`config.mk`:
```
export PLATFORM = sky130hd
export DESIGN_NAME = weighted_round_robin_joiner_core
export DESIGN_NICKNAME = d
export VERILOG_FILES = /design/src/rtl/wrrj_pkg.sv /design/src/rtl/weighted_round_robin_joiner_core.sv /design/src/rtl/wrrj_ram.sv /design/src/rtl/wrrj_front.sv /design/src/rtl/wrrj_back.sv
export VERILOG_INCLUDE_DIRS = /design/src /design/src/rtl
export SDC_FILE = /design/constraint.sdc
export NUM_CORES = 2
export LEC_CHECK = 0
export BUFFER_PORTS_ARGS = -buffer_cell sky130_fd_sc_hd__buf_2
export CORE_MARGIN = 4
export CORE_UTILIZATION = 60
export DETAILED_ROUTE_END_ITERATION = 16
export PLACE_DENSITY_LB_ADDON = 0.12
export SYNTH_ARGS = -nofsm -noshare
export SYNTH_HDL_FRONTEND = slang
export SYNTH_HIERARCHICAL = 1
export SYNTH_SLANG_ARGS = --single-unit
```
`constraint.sdc`:
```
create_clock -name clk -period 6 [get_ports clk]
set_input_delay 0.3 -clock clk [delete_from_list [all_inputs] [get_ports clk]]
set_output_delay 0.3 -clock clk [all_outputs]
set_load 0.05 [all_outputs]
```
`src/rtl/weighted_round_robin_joiner_core_macros.svh`:
```
// Assertion macros used by the joiner drain engine.
`ifndef WEIGHTED_ROUND_ROBIN_JOINER_CORE_MACROS_SVH
`define WEIGHTED_ROUND_ROBIN_JOINER_CORE_MACROS_SVH
`ifndef SYNTHESIS
// Property that must hold at every clock edge outside reset.
`define WRRJ_ASSERT(lbl, clk, rstn, prop) \
  lbl: assert property (@(posedge clk) disable iff (!rstn) (prop)) \
    else $error("wrrj assertion failed");
// When the condition holds, the consequence must hold in the next cycle.
`define WRRJ_ASSERT_NEXT(lbl, clk, rstn, cond, cons) \
  lbl: assert property (@(posedge clk) disable iff (!rstn) (cond) |=> (cons)) \
    else $error("wrrj assertion failed");
`else
`define WRRJ_ASSERT(lbl, clk, rstn, prop)
`define WRRJ_ASSERT_NEXT(lbl, clk, rstn, cond, cons)
`endif
`endif

```
`src/rtl/wrrj_pkg.sv`:
```
`timescale 1ns / 1ps
package wrrj_pkg;

  localparam int NUM_SOURCES_DEF = 4;
  localparam int FIFO_DEPTH_DEF  = 16;
  localparam int DATA_WIDTH_DEF  = 32;

  localparam int NUM_WEIGHTS = 4;
  localparam int WEIGHT_W    = 8;
  localparam int SRC_IDX_W   = 2;
  localparam int IN_DATA_W   = 32;
  localparam int OUT_DATA_W  = 32;
  localparam int CFG_IDX_W   = 2;

  localparam logic [CFG_IDX_W-1:0] REG_WEIGHT_SRC0 = 2'd0;
  localparam logic [CFG_IDX_W-1:0] REG_WEIGHT_SRC1 = 2'd1;
  localparam logic [CFG_IDX_W-1:0] REG_WEIGHT_SRC2 = 2'd2;
  localparam logic [CFG_IDX_W-1:0] REG_WEIGHT_SRC3 = 2'd3;

  typedef struct packed {
    logic [SRC_IDX_W-1:0] source_index;
    logic [IN_DATA_W-1:0] data_in;
  } in_word_t;

  typedef struct packed {
    logic [OUT_DATA_W-1:0] data_out;
    logic                  last_of_run;
    logic                  overflow_seen;
  } out_word_t;

  // Push command handed from the front end to the drain engine.
  typedef struct packed {
    logic                 src_ok;
    logic [SRC_IDX_W-1:0] source_index;
    logic [IN_DATA_W-1:0] data_in;
  } cmd_t;

endpackage

```
`src/rtl/weighted_round_robin_joiner_core.sv`:
```
`timescale 1ns / 1ps
// Path: a push waits in the front-end queue and is written to its source FIFO in S_IDLE; each
// released word is read from the store in S_CHECK and loaded into the output register in S_READ.
// A push releasing nothing passes S_IDLE and S_CHECK; the engine takes new pushes only in S_IDLE.
// Reset: rst_n is synchronous, active low; it clears pointers, fill counts, the current source,
// the taken count, the overflow flag and the queues, and sets every weight to 1.
// The word store itself is not cleared, since only pushed entries are ever read.
module weighted_round_robin_joiner_core
  import wrrj_pkg::*;
#(
  parameter int NUM_SOURCES = NUM_SOURCES_DEF,
  parameter int FIFO_DEPTH  = FIFO_DEPTH_DEF,
  parameter int DATA_WIDTH  = DATA_WIDTH_DEF
) (
  input  logic                 clk,
  input  logic                 rst_n,
  input  logic                 in_valid,
  output logic                 in_ready,
  input  in_word_t             in_word,
  output logic                 out_valid,
  input  logic                 out_ready,
  output out_word_t            out_word,
  input  logic                 cfg_write_en,
  input  logic [CFG_IDX_W-1:0] cfg_index,
  input  logic [WEIGHT_W-1:0]  cfg_wdata
);

  // The front end takes each pushed word, tags whether its source exists,
  // and parks it in a two-entry queue. It keeps accepting while the drain
  // engine is busy releasing an earlier run, until the queue is full.
  logic cmd_valid;
  logic cmd_ready;
  cmd_t cmd;

  wrrj_front #(
    .NUM_SOURCES (NUM_SOURCES)
  ) u_front (
    .clk       (clk),
    .rst_n     (rst_n),
    .in_valid  (in_valid),
    .in_ready  (in_ready),
    .in_word   (in_word),
    .cmd_valid (cmd_valid),
    .cmd_ready (cmd_ready),
    .cmd       (cmd)
  );

  // The drain engine writes the word into its source's circular FIFO (or
  // flags an overflow), then walks the sources in weighted round-robin
  // order until the current source runs dry. Results leave through an
  // output register, so a stalled consumer only holds the engine in place.
  wrrj_back #(
    .NUM_SOURCES (NUM_SOURCES),
    .FIFO_DEPTH  (FIFO_DEPTH),
    .DATA_WIDTH  (DATA_WIDTH)
  ) u_back (
    .clk          (clk),
    .rst_n        (rst_n),
    .cmd_valid    (cmd_valid),
    .cmd_ready    (cmd_ready),
    .cmd          (cmd),
    .cfg_write_en (cfg_write_en),
    .cfg_index    (cfg_index),
    .cfg_wdata    (cfg_wdata),
    .out_valid    (out_valid),
    .out_ready    (out_ready),
    .out_word     (out_word)
  );

endmodule

```
`src/rtl/wrrj_ram.sv`:
```
`timescale 1ns / 1ps
module wrrj_ram #(
  parameter int WIDTH = 32,
  parameter int DEPTH = 64
) (
  input  logic                     clk,
  input  logic                     wr_en,
  input  logic [$clog2(DEPTH)-1:0] wr_addr,
  input  logic [WIDTH-1:0]         wr_data,
  input  logic                     rd_en,
  input  logic [$clog2(DEPTH)-1:0] rd_addr,
  output logic [WIDTH-1:0]         rd_data
);

  logic [WIDTH-1:0] mem_r [DEPTH];

  always_ff @(posedge clk) begin
    if (wr_en) begin
      mem_r[wr_addr] <= wr_data;
    end
    if (rd_en) begin
      rd_data <= mem_r[rd_addr];
    end
  end

endmodule

```
`src/rtl/wrrj_front.sv`:
```
`timescale 1ns / 1ps
module wrrj_front
  import wrrj_pkg::*;
#(
  parameter int NUM_SOURCES = NUM_SOURCES_DEF
) (
  input  logic     clk,
  input  logic     rst_n,
  input  logic     in_valid,
  output logic     in_ready,
  input  in_word_t in_word,
  output logic     cmd_valid,
  input  logic     cmd_ready,
  output cmd_t     cmd
);

  // Two-entry command queue.
  cmd_t       q_r [2];
  logic       wr_ptr_r, wr_ptr_nxt;
  logic       rd_ptr_r, rd_ptr_nxt;
  logic [1:0] cnt_r, cnt_nxt;
  logic       push, pop;
  cmd_t       new_cmd;

  assign in_ready  = (cnt_r != 2'd2);
  assign cmd_valid = (cnt_r != 2'd0);
  assign cmd       = q_r[rd_ptr_r];
  assign push      = in_valid && in_ready;
  assign pop       = cmd_valid && cmd_ready;

  always_comb begin
    new_cmd.src_ok       = (32'(in_word.source_index) < NUM_SOURCES);
    new_cmd.source_index = in_word.source_index;
    new_cmd.data_in      = in_word.data_in;
    wr_ptr_nxt = push ? ~wr_ptr_r : wr_ptr_r;
    rd_ptr_nxt = pop ? ~rd_ptr_r : rd_ptr_r;
    cnt_nxt    = cnt_r + 2'(push) - 2'(pop);
  end

  always_ff @(posedge clk) begin
    if (push) begin
      q_r[wr_ptr_r] <= new_cmd;
    end
    if (!rst_n) begin
      wr_ptr_r <= 1'b0;
      rd_ptr_r <= 1'b0;
      cnt_r    <= 2'd0;
    end else begin
      wr_ptr_r <= wr_ptr_nxt;
      rd_ptr_r <= rd_ptr_nxt;
      cnt_r    <= cnt_nxt;
    end
  end

endmodule

```
`src/rtl/wrrj_back.sv`:
```
`timescale 1ns / 1ps
`include "weighted_round_robin_joiner_core_macros.svh"
module wrrj_back
  import wrrj_pkg::*;
#(
  parameter int NUM_SOURCES = NUM_SOURCES_DEF,
  parameter int FIFO_DEPTH  = FIFO_DEPTH_DEF,
  parameter int DATA_WIDTH  = DATA_WIDTH_DEF
) (
  input  logic                 clk,
  input  logic                 rst_n,
  input  logic                 cmd_valid,
  output logic                 cmd_ready,
  input  cmd_t                 cmd,
  input  logic                 cfg_write_en,
  input  logic [CFG_IDX_W-1:0] cfg_index,
  input  logic [WEIGHT_W-1:0]  cfg_wdata,
  output logic                 out_valid,
  input  logic                 out_ready,
  output out_word_t            out_word
);

  localparam int SRC_W   = (NUM_SOURCES > 1) ? $clog2(NUM_SOURCES) : 1;
  localparam int PTR_W   = $clog2(FIFO_DEPTH);
  localparam int CNT_W   = $clog2(FIFO_DEPTH + 1);
  localparam int ADDR_W  = SRC_W + PTR_W;
  localparam int STORE_W = (DATA_WIDTH < IN_DATA_W) ? DATA_WIDTH : IN_DATA_W;

  typedef enum logic [2:0] {
    S_IDLE  = 3'b001,
    S_CHECK = 3'b010,
    S_READ  = 3'b100
  } state_t;

  state_t              state_r, state_nxt;
  logic [PTR_W-1:0]    wp_r   [NUM_SOURCES];
  logic [PTR_W-1:0]    wp_nxt [NUM_SOURCES];
  logic [PTR_W-1:0]    rp_r   [NUM_SOURCES];
  logic [PTR_W-1:0]    rp_nxt [NUM_SOURCES];
  logic [CNT_W-1:0]    fill_r   [NUM_SOURCES];
  logic [CNT_W-1:0]    fill_nxt [NUM_SOURCES];
  logic [SRC_W-1:0]    cur_r, cur_nxt;
  logic [WEIGHT_W-1:0] taken_r, taken_nxt;
  logic                overflow_flag_r, overflow_flag_nxt;
  logic [WEIGHT_W-1:0] weight_r [NUM_WEIGHTS];
  logic                out_valid_r, out_valid_nxt;
  out_word_t           out_word_r, out_word_nxt;

  logic [SRC_W-1:0]    src_idx;
  logic [SRC_W-1:0]    sel_idx;
  logic [SRC_W-1:0]    cur_next_src;
  logic [CNT_W-1:0]    fill_sel;
  logic [WEIGHT_W-1:0] weight_eff;
  logic [WEIGHT_W-1:0] taken_inc;
  logic                can_load;

  logic                ram_wr_en;
  logic [ADDR_W-1:0]   ram_wr_addr;
  logic                ram_rd_en;
  logic [ADDR_W-1:0]   ram_rd_addr;
  logic [STORE_W-1:0]  ram_rd_data;

  wrrj_ram #(
    .WIDTH (STORE_W),
    .DEPTH (2 ** ADDR_W)
  ) u_store (
    .clk     (clk),
    .wr_en   (ram_wr_en),
    .wr_addr (ram_wr_addr),
    .wr_data (cmd.data_in[STORE_W-1:0]),
    .rd_en   (ram_rd_en),
    .rd_addr (ram_rd_addr),
    .rd_data (ram_rd_data)
  );

  assign cmd_ready = (state_r == S_IDLE);
  assign out_valid = out_valid_r;
  assign out_word  = out_word_r;

  always_comb begin
    src_idx      = SRC_W'(cmd.source_index);
    sel_idx      = (state_r == S_IDLE) ? src_idx : cur_r;
    fill_sel     = fill_r[sel_idx];
    cur_next_src = (cur_r == SRC_W'(NUM_SOURCES - 1)) ? '0 : cur_r + 1'b1;
    weight_eff   = 8'd1;
    if (32'(cur_r) < NUM_WEIGHTS) begin
      weight_eff = weight_r[2'(cur_r)];
    end
    if (weight_eff == '0) begin
      weight_eff = 8'd1;
    end
    taken_inc = taken_r + 1'b1;
    can_load  = !out_valid_r || out_ready;

    state_nxt         = state_r;
    wp_nxt            = wp_r;
    rp_nxt            = rp_r;
    fill_nxt          = fill_r;
    cur_nxt           = cur_r;
    taken_nxt         = taken_r;
    overflow_flag_nxt = overflow_flag_r;
    out_valid_nxt     = (out_valid_r && !out_ready);
    out_word_nxt      = out_word_r;
    ram_wr_en         = 1'b0;
    ram_wr_addr       = {src_idx, wp_r[src_idx]};
    ram_rd_en         = 1'b0;
    ram_rd_addr       = {cur_r, rp_r[cur_r]};

    case (state_r)
      S_IDLE: begin
        if (cmd_valid) begin
          if (cmd.src_ok) begin
            if (fill_sel == CNT_W'(FIFO_DEPTH)) begin
              overflow_flag_nxt = 1'b1;
            end else begin
              ram_wr_en         = 1'b1;
              wp_nxt[src_idx]   = (wp_r[src_idx] == PTR_W'(FIFO_DEPTH - 1)) ?
                                  '0 : wp_r[src_idx] + 1'b1;
              fill_nxt[src_idx] = fill_sel + 1'b1;
            end
          end
          state_nxt = S_CHECK;
        end
      end
      S_CHECK: begin
        if (fill_sel == '0) begin
          state_nxt = S_IDLE;
        end else begin
          ram_rd_en       = 1'b1;
          rp_nxt[cur_r]   = (rp_r[cur_r] == PTR_W'(FIFO_DEPTH - 1)) ?
                            '0 : rp_r[cur_r] + 1'b1;
          fill_nxt[cur_r] = fill_sel - 1'b1;
          if (taken_inc >= weight_eff) begin
            taken_nxt = '0;
            cur_nxt   = cur_next_src;
          end else begin
            taken_nxt = taken_inc;
          end
          state_nxt = S_READ;
        end
      end
      S_READ: begin
        // cur_r already names the source to drain next, so an empty FIFO
        // there means this word closes the run.
        if (can_load) begin
          out_valid_nxt              = 1'b1;
          out_word_nxt.data_out      = OUT_DATA_W'(ram_rd_data);
          out_word_nxt.last_of_run   = (fill_sel == '0);
          out_word_nxt.overflow_seen = overflow_flag_r;
          state_nxt = (fill_sel == '0) ? S_IDLE : S_CHECK;
        end
      end
      default: begin
        state_nxt = S_IDLE;
      end
    endcase
  end

  always_ff @(posedge clk) begin
    out_word_r <= out_word_nxt;
    if (!rst_n) begin
      state_r         <= S_IDLE;
      cur_r           <= '0;
      taken_r         <= '0;
      overflow_flag_r <= 1'b0;
      out_valid_r     <= 1'b0;
      for (int i = 0; i < NUM_SOURCES; i++) begin
        wp_r[i]   <= '0;
        rp_r[i]   <= '0;
        fill_r[i] <= '0;
      end
      for (int i = 0; i < NUM_WEIGHTS; i++) begin
        weight_r[i] <= 8'd1;
      end
    end else begin
      state_r         <= state_nxt;
      cur_r           <= cur_nxt;
      taken_r         <= taken_nxt;
      overflow_flag_r <= overflow_flag_nxt;
      out_valid_r     <= out_valid_nxt;
      wp_r            <= wp_nxt;
      rp_r            <= rp_nxt;
      fill_r          <= fill_nxt;
      if (cfg_write_en) begin
        case (cfg_index)
          REG_WEIGHT_SRC0: weight_r[0] <= cfg_wdata;
          REG_WEIGHT_SRC1: weight_r[1] <= cfg_wdata;
          REG_WEIGHT_SRC2: weight_r[2] <= cfg_wdata;
          REG_WEIGHT_SRC3: weight_r[3] <= cfg_wdata;
          default: begin
          end
        endcase
      end
    end
  end

  `WRRJ_ASSERT(a_fill_bound, clk, rst_n, fill_r[cur_r] <= CNT_W'(FIFO_DEPTH))
  `WRRJ_ASSERT_NEXT(a_overflow_sticky, clk, rst_n, overflow_flag_r, overflow_flag_r)
  `WRRJ_ASSERT_NEXT(a_read_then_load, clk, rst_n, ram_rd_en, state_r == S_READ)
  `WRRJ_ASSERT_NEXT(a_load_from_read, clk, rst_n, !out_valid_r && state_r != S_READ, !out_valid_r)

endmodule

```
==> reports/summary.json <==
{
  "postCtsSetupRepairBufs": {"value": 0},
  "synth_largest_area_cell": {"value": "sky130_fd_sc_hd__edfxtp_1"},
  "cellLeakagePower": {"value": 30.34, "unit": "nW"},
  "routed_via_density": {"value": 6.649},
  "final_estimated_routing_congestion_in_global_placement": {"value": 0.8349},
  "avgRoutedWirePerCell": {"value": 31.93, "unit": "um"},
  "area.growth.synth_to_final": {"value": 12.46, "unit": "%"},
  "post-synth-top-count-cell": {"value": "sky130_fd_sc_hd__edfxtp_1"},
  "drt_drc_violations_left": {"value": 0},
  "grt_first_pass_wirelength": {"value": 300700, "unit": "um"},
  "core-area": {"value": 146100, "unit": "um2"},
  "final_cells": {"value": 6446},
  "rrSetupSlack": {"value": 0.86, "unit": "ns"},
  "synth_warnings": {"value": 6},
  "synth_compound_area_share": {"value": 2.678, "unit": "%"},
  "async_reset_ff_share": {"value": 0, "unit": "%"},
  "worst_hold_path.num_cells": {"value": 2},
  "postSynth.topFlopCell": {"value": "sky130_fd_sc_hd__edfxtp_1"},
  "tritoncts": {"value": "built"},
  "pin_count": {"value": 85},
  "dr.pass1.iters": {"value": 7},
  "synth_top_family_by_area": {"value": "multiplexers"},
  "start_util": {"value": 60.50, "unit": "%"},
  "setup-violations-final": {"value": 0},
  "vdd.ir_drop.worst": {"value": 0.0004837, "unit": "V"},
  "drive_gt1_share": {"value": 27.13, "unit": "%"},
  "global_route.usage.total": {"value": 27.36, "unit": "%"},
  "pin_count_of_the_biggest_net_entering_global_routing": {"value": 99},
  "route.vias.total": {"value": 42860},
  "cp_data_arrival_time": {"value": 5.66, "unit": "ns"},
  "finalHoldViolCount": {"value": 0},
  "synthSimpleGateAreaFrac": {"value": 2.381, "unit": "%"},
  "finalCritPeriodShare": {"value": 85.63, "unit": "%"},
  "grt_setup_unrepaired": {"value": "no"},
  "fmax": {"value": 194.6, "unit": "MHz"},
  "powerDensity": {"value": 359.3, "unit": "nW/um2"},
  "synth.mux.area_fraction": {"value": 16.29, "unit": "%"},
  "synth_top_area_share": {"value": 75.22, "unit": "%"},
  "die_w": {"value": 391.8, "unit": "um"},
  "finish.utilization": {"value": 68.04, "unit": "%"},
  "synth_xor_area_share": {"value": 0.1090, "unit": "%"},
  "post_synth_instance_area": {"value": 88380, "unit": "um2"},
  "synth_fp_nets": {"value": 4140},
  "tritoncts_num_sinks": {"value": 2288},
  "synth.avg_cell_area": {"value": 21.71, "unit": "um2"},
  "final.setup.tns": {"value": 0, "unit": "ns"},
  "clkSlewWorstSetupHoldPaths": {"value": 0.06, "unit": "ns"},
  "ff_to_ff_end": {"value": "u_back/u_store/mem_r[6][9]"},
  "timing.slew.headroom": {"value": 17.23, "unit": "%"},
  "reg2regPathDepth": {"value": 14},
  "critical_path_peak_fanout": {"value": 21},
  "hold_class": {"value": "in2reg"},
  "cts-root-buf": {"value": "sky130_fd_sc_hd__clkbuf_16"},
  "grt_pass1_vias": {"value": 42900},
  "end_kind": {"value": "flop"},
  "number_of_instances_in_the_synthesized_netlist": {"value": 4071},
  "grt_antenna_before_repair": {"value": 4},
  "cts_max_level": {"value": 4},
  "worst_setup_path_start_kind": {"value": "flop"},
  "dieHeight": {"value": 391.8, "unit": "um"},
  "hold_start": {"value": "in_word[29]"},
  "design.final.nets": {"value": 4414},
  "globalRouteOverflowTotal": {"value": 0},
  "die_area": {"value": 153500, "unit": "um2"},
  "shortest_clock_period_the_worst_path_allows_after_layout": {"value": 5.138, "unit": "ns"},
  "synth_top_cells_by_count": {"value": "2214 x sky130_fd_sc_hd__edfxtp_1, 562 x sky130_fd_sc_hd__mux4_2, 156 x sky130_fd_sc_hd__nor2_1, 104 x sky130_fd_sc_hd__mux2i_1, 101 x sky130_fd_sc_hd__o22ai_1"},
  "synthAdderAreaFrac": {"value": 0.2831, "unit": "%"},
  "required": {"value": 6.52, "unit": "ns"},
  "detail_route.iter0.violations": {"value": 4646},
  "worstMarginPinSlew": {"value": 1.229, "unit": "ns"},
  "synth.ff_latch_count": {"value": 2288},
  "final_antenna_net_count": {"value": 0},
  "slew_viol_final": {"value": 0},
  "hold-worst-slack": {"value": 0.1977, "unit": "ns"},
  "post_synth_num_cell_types": {"value": 73},
  "seq_area_frac_synth": {"value": 76.90, "unit": "%"},
  "holdPathEnd": {"value": "u_front/q_r[0][29]"},
  "placed_insts": {"value": 5993},
  "drt_wl_total": {"value": 205800, "unit": "um"},
  "fin_clk_skew": {"value": 0.02915, "unit": "ns"},
  "outcome": {"value": "finished clean"},
  "later_pin_clock_latency_in_the_skew_report": {"value": 0.84, "unit": "ns"},
  "max_cap_viol_count": {"value": 0},
  "worstSetupPathType": {"value": "reg2reg"},
  "place_hpwl": {"value": 117600, "unit": "um"},
  "synth.top_cells.by_area": {"value": "sky130_fd_sc_hd__edfxtp_1 75%, sky130_fd_sc_hd__mux4_2 14%, sky130_fd_sc_hd__dfxtp_1 1.7%"},
  "clk_path_buf_depth": {"value": 3},
  "tritoncts.num_buffers": {"value": 215},
  "synth_edf_count": {"value": 2214},
  "floorplan.rows": {"value": 140},
  "timing.rr.start": {"value": "u_back/state_r[0]"},
  "io_buffers": {"value": 84}
}
==> per-layer routing <==
layer | vias up | global-route usage, % | share of wire (%)
li1 | 17670 | - | -
met5 | - | 0 | 0.0058
met2 | 2007 | 43.21 | 49
met1 | 22880 | 40.80 | 40
met4 | 2 | 7.743 | 2.7
met3 | 303 | 4.196 | 8.1
==> state kept, by name, summed over array words and instances (netlist names), named ones only <==
register / flops
u_back/out_valid: 1
u_back/fill_r: 20
u_back/overflow_flag_r: 1
u_back/cur_r: 2
u_back/state_r: 3
u_back/u_store/rd_data: 32
u_front/q_r: 68
u_front/wr_ptr_r: 1
u_back/weight_r: 32
u_back/wp_r: 16
u_back/rp_r: 16
u_back/u_store/mem_r: 2048
u_back/out_word: 34
u_front/rd_ptr_r: 1
u_back/taken_r: 8
u_front/cnt_r: 2
==> layout make-up <==
cell class | instances | area (um2)
clock buffers | 262 | 5693
repair buffers | 274 | 2277
well taps | 1917 | 2399
clock inverters | 137 | 1241
fillers | 9069 | 46690
inverters | 22 | 85.08
diodes | 2 | 5.005
flip-flops and latches | 2288 | 67970
multi-input cells | 1544 | 19730
==> where the power goes <==
part / leakage [nW] / switching [W] / internal [W]
Clock: 3.39 / 0.00572 / 0.00766
Sequential: 20.5 / 0.0000604 / 0.0191
Combinational: 6.40 / 0.00244 / 0.000688
Total: 30.3 / 0.00822 / 0.0275
==> through the flow <==
stage	power [W]	setup WS, ns	area (um2)
global placement	0.02259	1.042	91940
detailed placement	0.02269	0.9297	91940
global route	0.03691	0.6308	99390
floorplan	0.02139	0.7588	88380
finish	0.03571	0.8620	99400
CTS	0.03596	0.8880	99390
==> cell usage in the layout (no fill, tap or decap), drive strengths merged, types with 60 or more instances in the layout <==
cell type	n
clkinv	100
dfxtp	74
o21ai	60
clkbuf	262
mux2i	107
a21oi	80
nor2	156
buf	222
mux4	564
o22ai	101
nand2	95
edfxtp	2214
==> repair_timing <==
item | 4_1_cts | 5_1_grt
resized for setup | 0 | 0
hold buffers | 52 | 0
endpoints found under the hold margin | 104 | 0
==> worst max-delay path, cell delays in order, from the launching register on <==
cell and delay [ns]:
sky130_fd_sc_hd__dfxtp_1 0.37, sky130_fd_sc_hd__or3b_1 0.59, sky130_fd_sc_hd__inv_4 0.26, sky130_fd_sc_hd__mux2i_4 0.33, sky130_fd_sc_hd__mux2i_1 0.13, sky130_fd_sc_hd__mux2_2 0.34, sky130_fd_sc_hd__ha_1 0.21, sky130_fd_sc_hd__nand3_2 0.11
sky130_fd_sc_hd__o31ai_2 0.11, sky130_fd_sc_hd__inv_2 0.25, sky130_fd_sc_hd__nor2b_1 0.30, sky130_fd_sc_hd__nand3_1 0.31, sky130_fd_sc_hd__buf_4 0.31, sky130_fd_sc_hd__nor2_4 0.81, sky130_fd_sc_hd__buf_4 0.37
==> cell families (layout without fill, tap and decap cells) <==
kind of cell,after synthesis,in the layout
xor+xnor,11,11
compound gates,363,363
buf+inv,239,695
mux,712,712
other cells,1,3
flops,2288,2288
simple gates,437,437
fa+ha+maj,20,20
==> how the worst max path moves through the flow <==
stage | from | to | slack, ns | cells after the start
final | u_back/state_r[0] | u_back/u_store/mem_r[6][9] | 0.86 | 14
after global routing | u_back/state_r[0] | u_back/u_store/mem_r[6][9] | 0.63 | 14
after CTS | u_back/state_r[0] | u_back/u_store/mem_r[41][30] | 0.89 | 12
after detailed placement | u_back/state_r[0] | u_back/u_store/mem_r[41][29] | 0.93 | 12
after global placement | u_back/state_r[0] | u_back/u_store/mem_r[6][24] | 1.04 | 14
after floorplan | flop | u_back/u_store/mem_r[48][0] | 0.76 | 13
(Power assumes the default switching activity.)
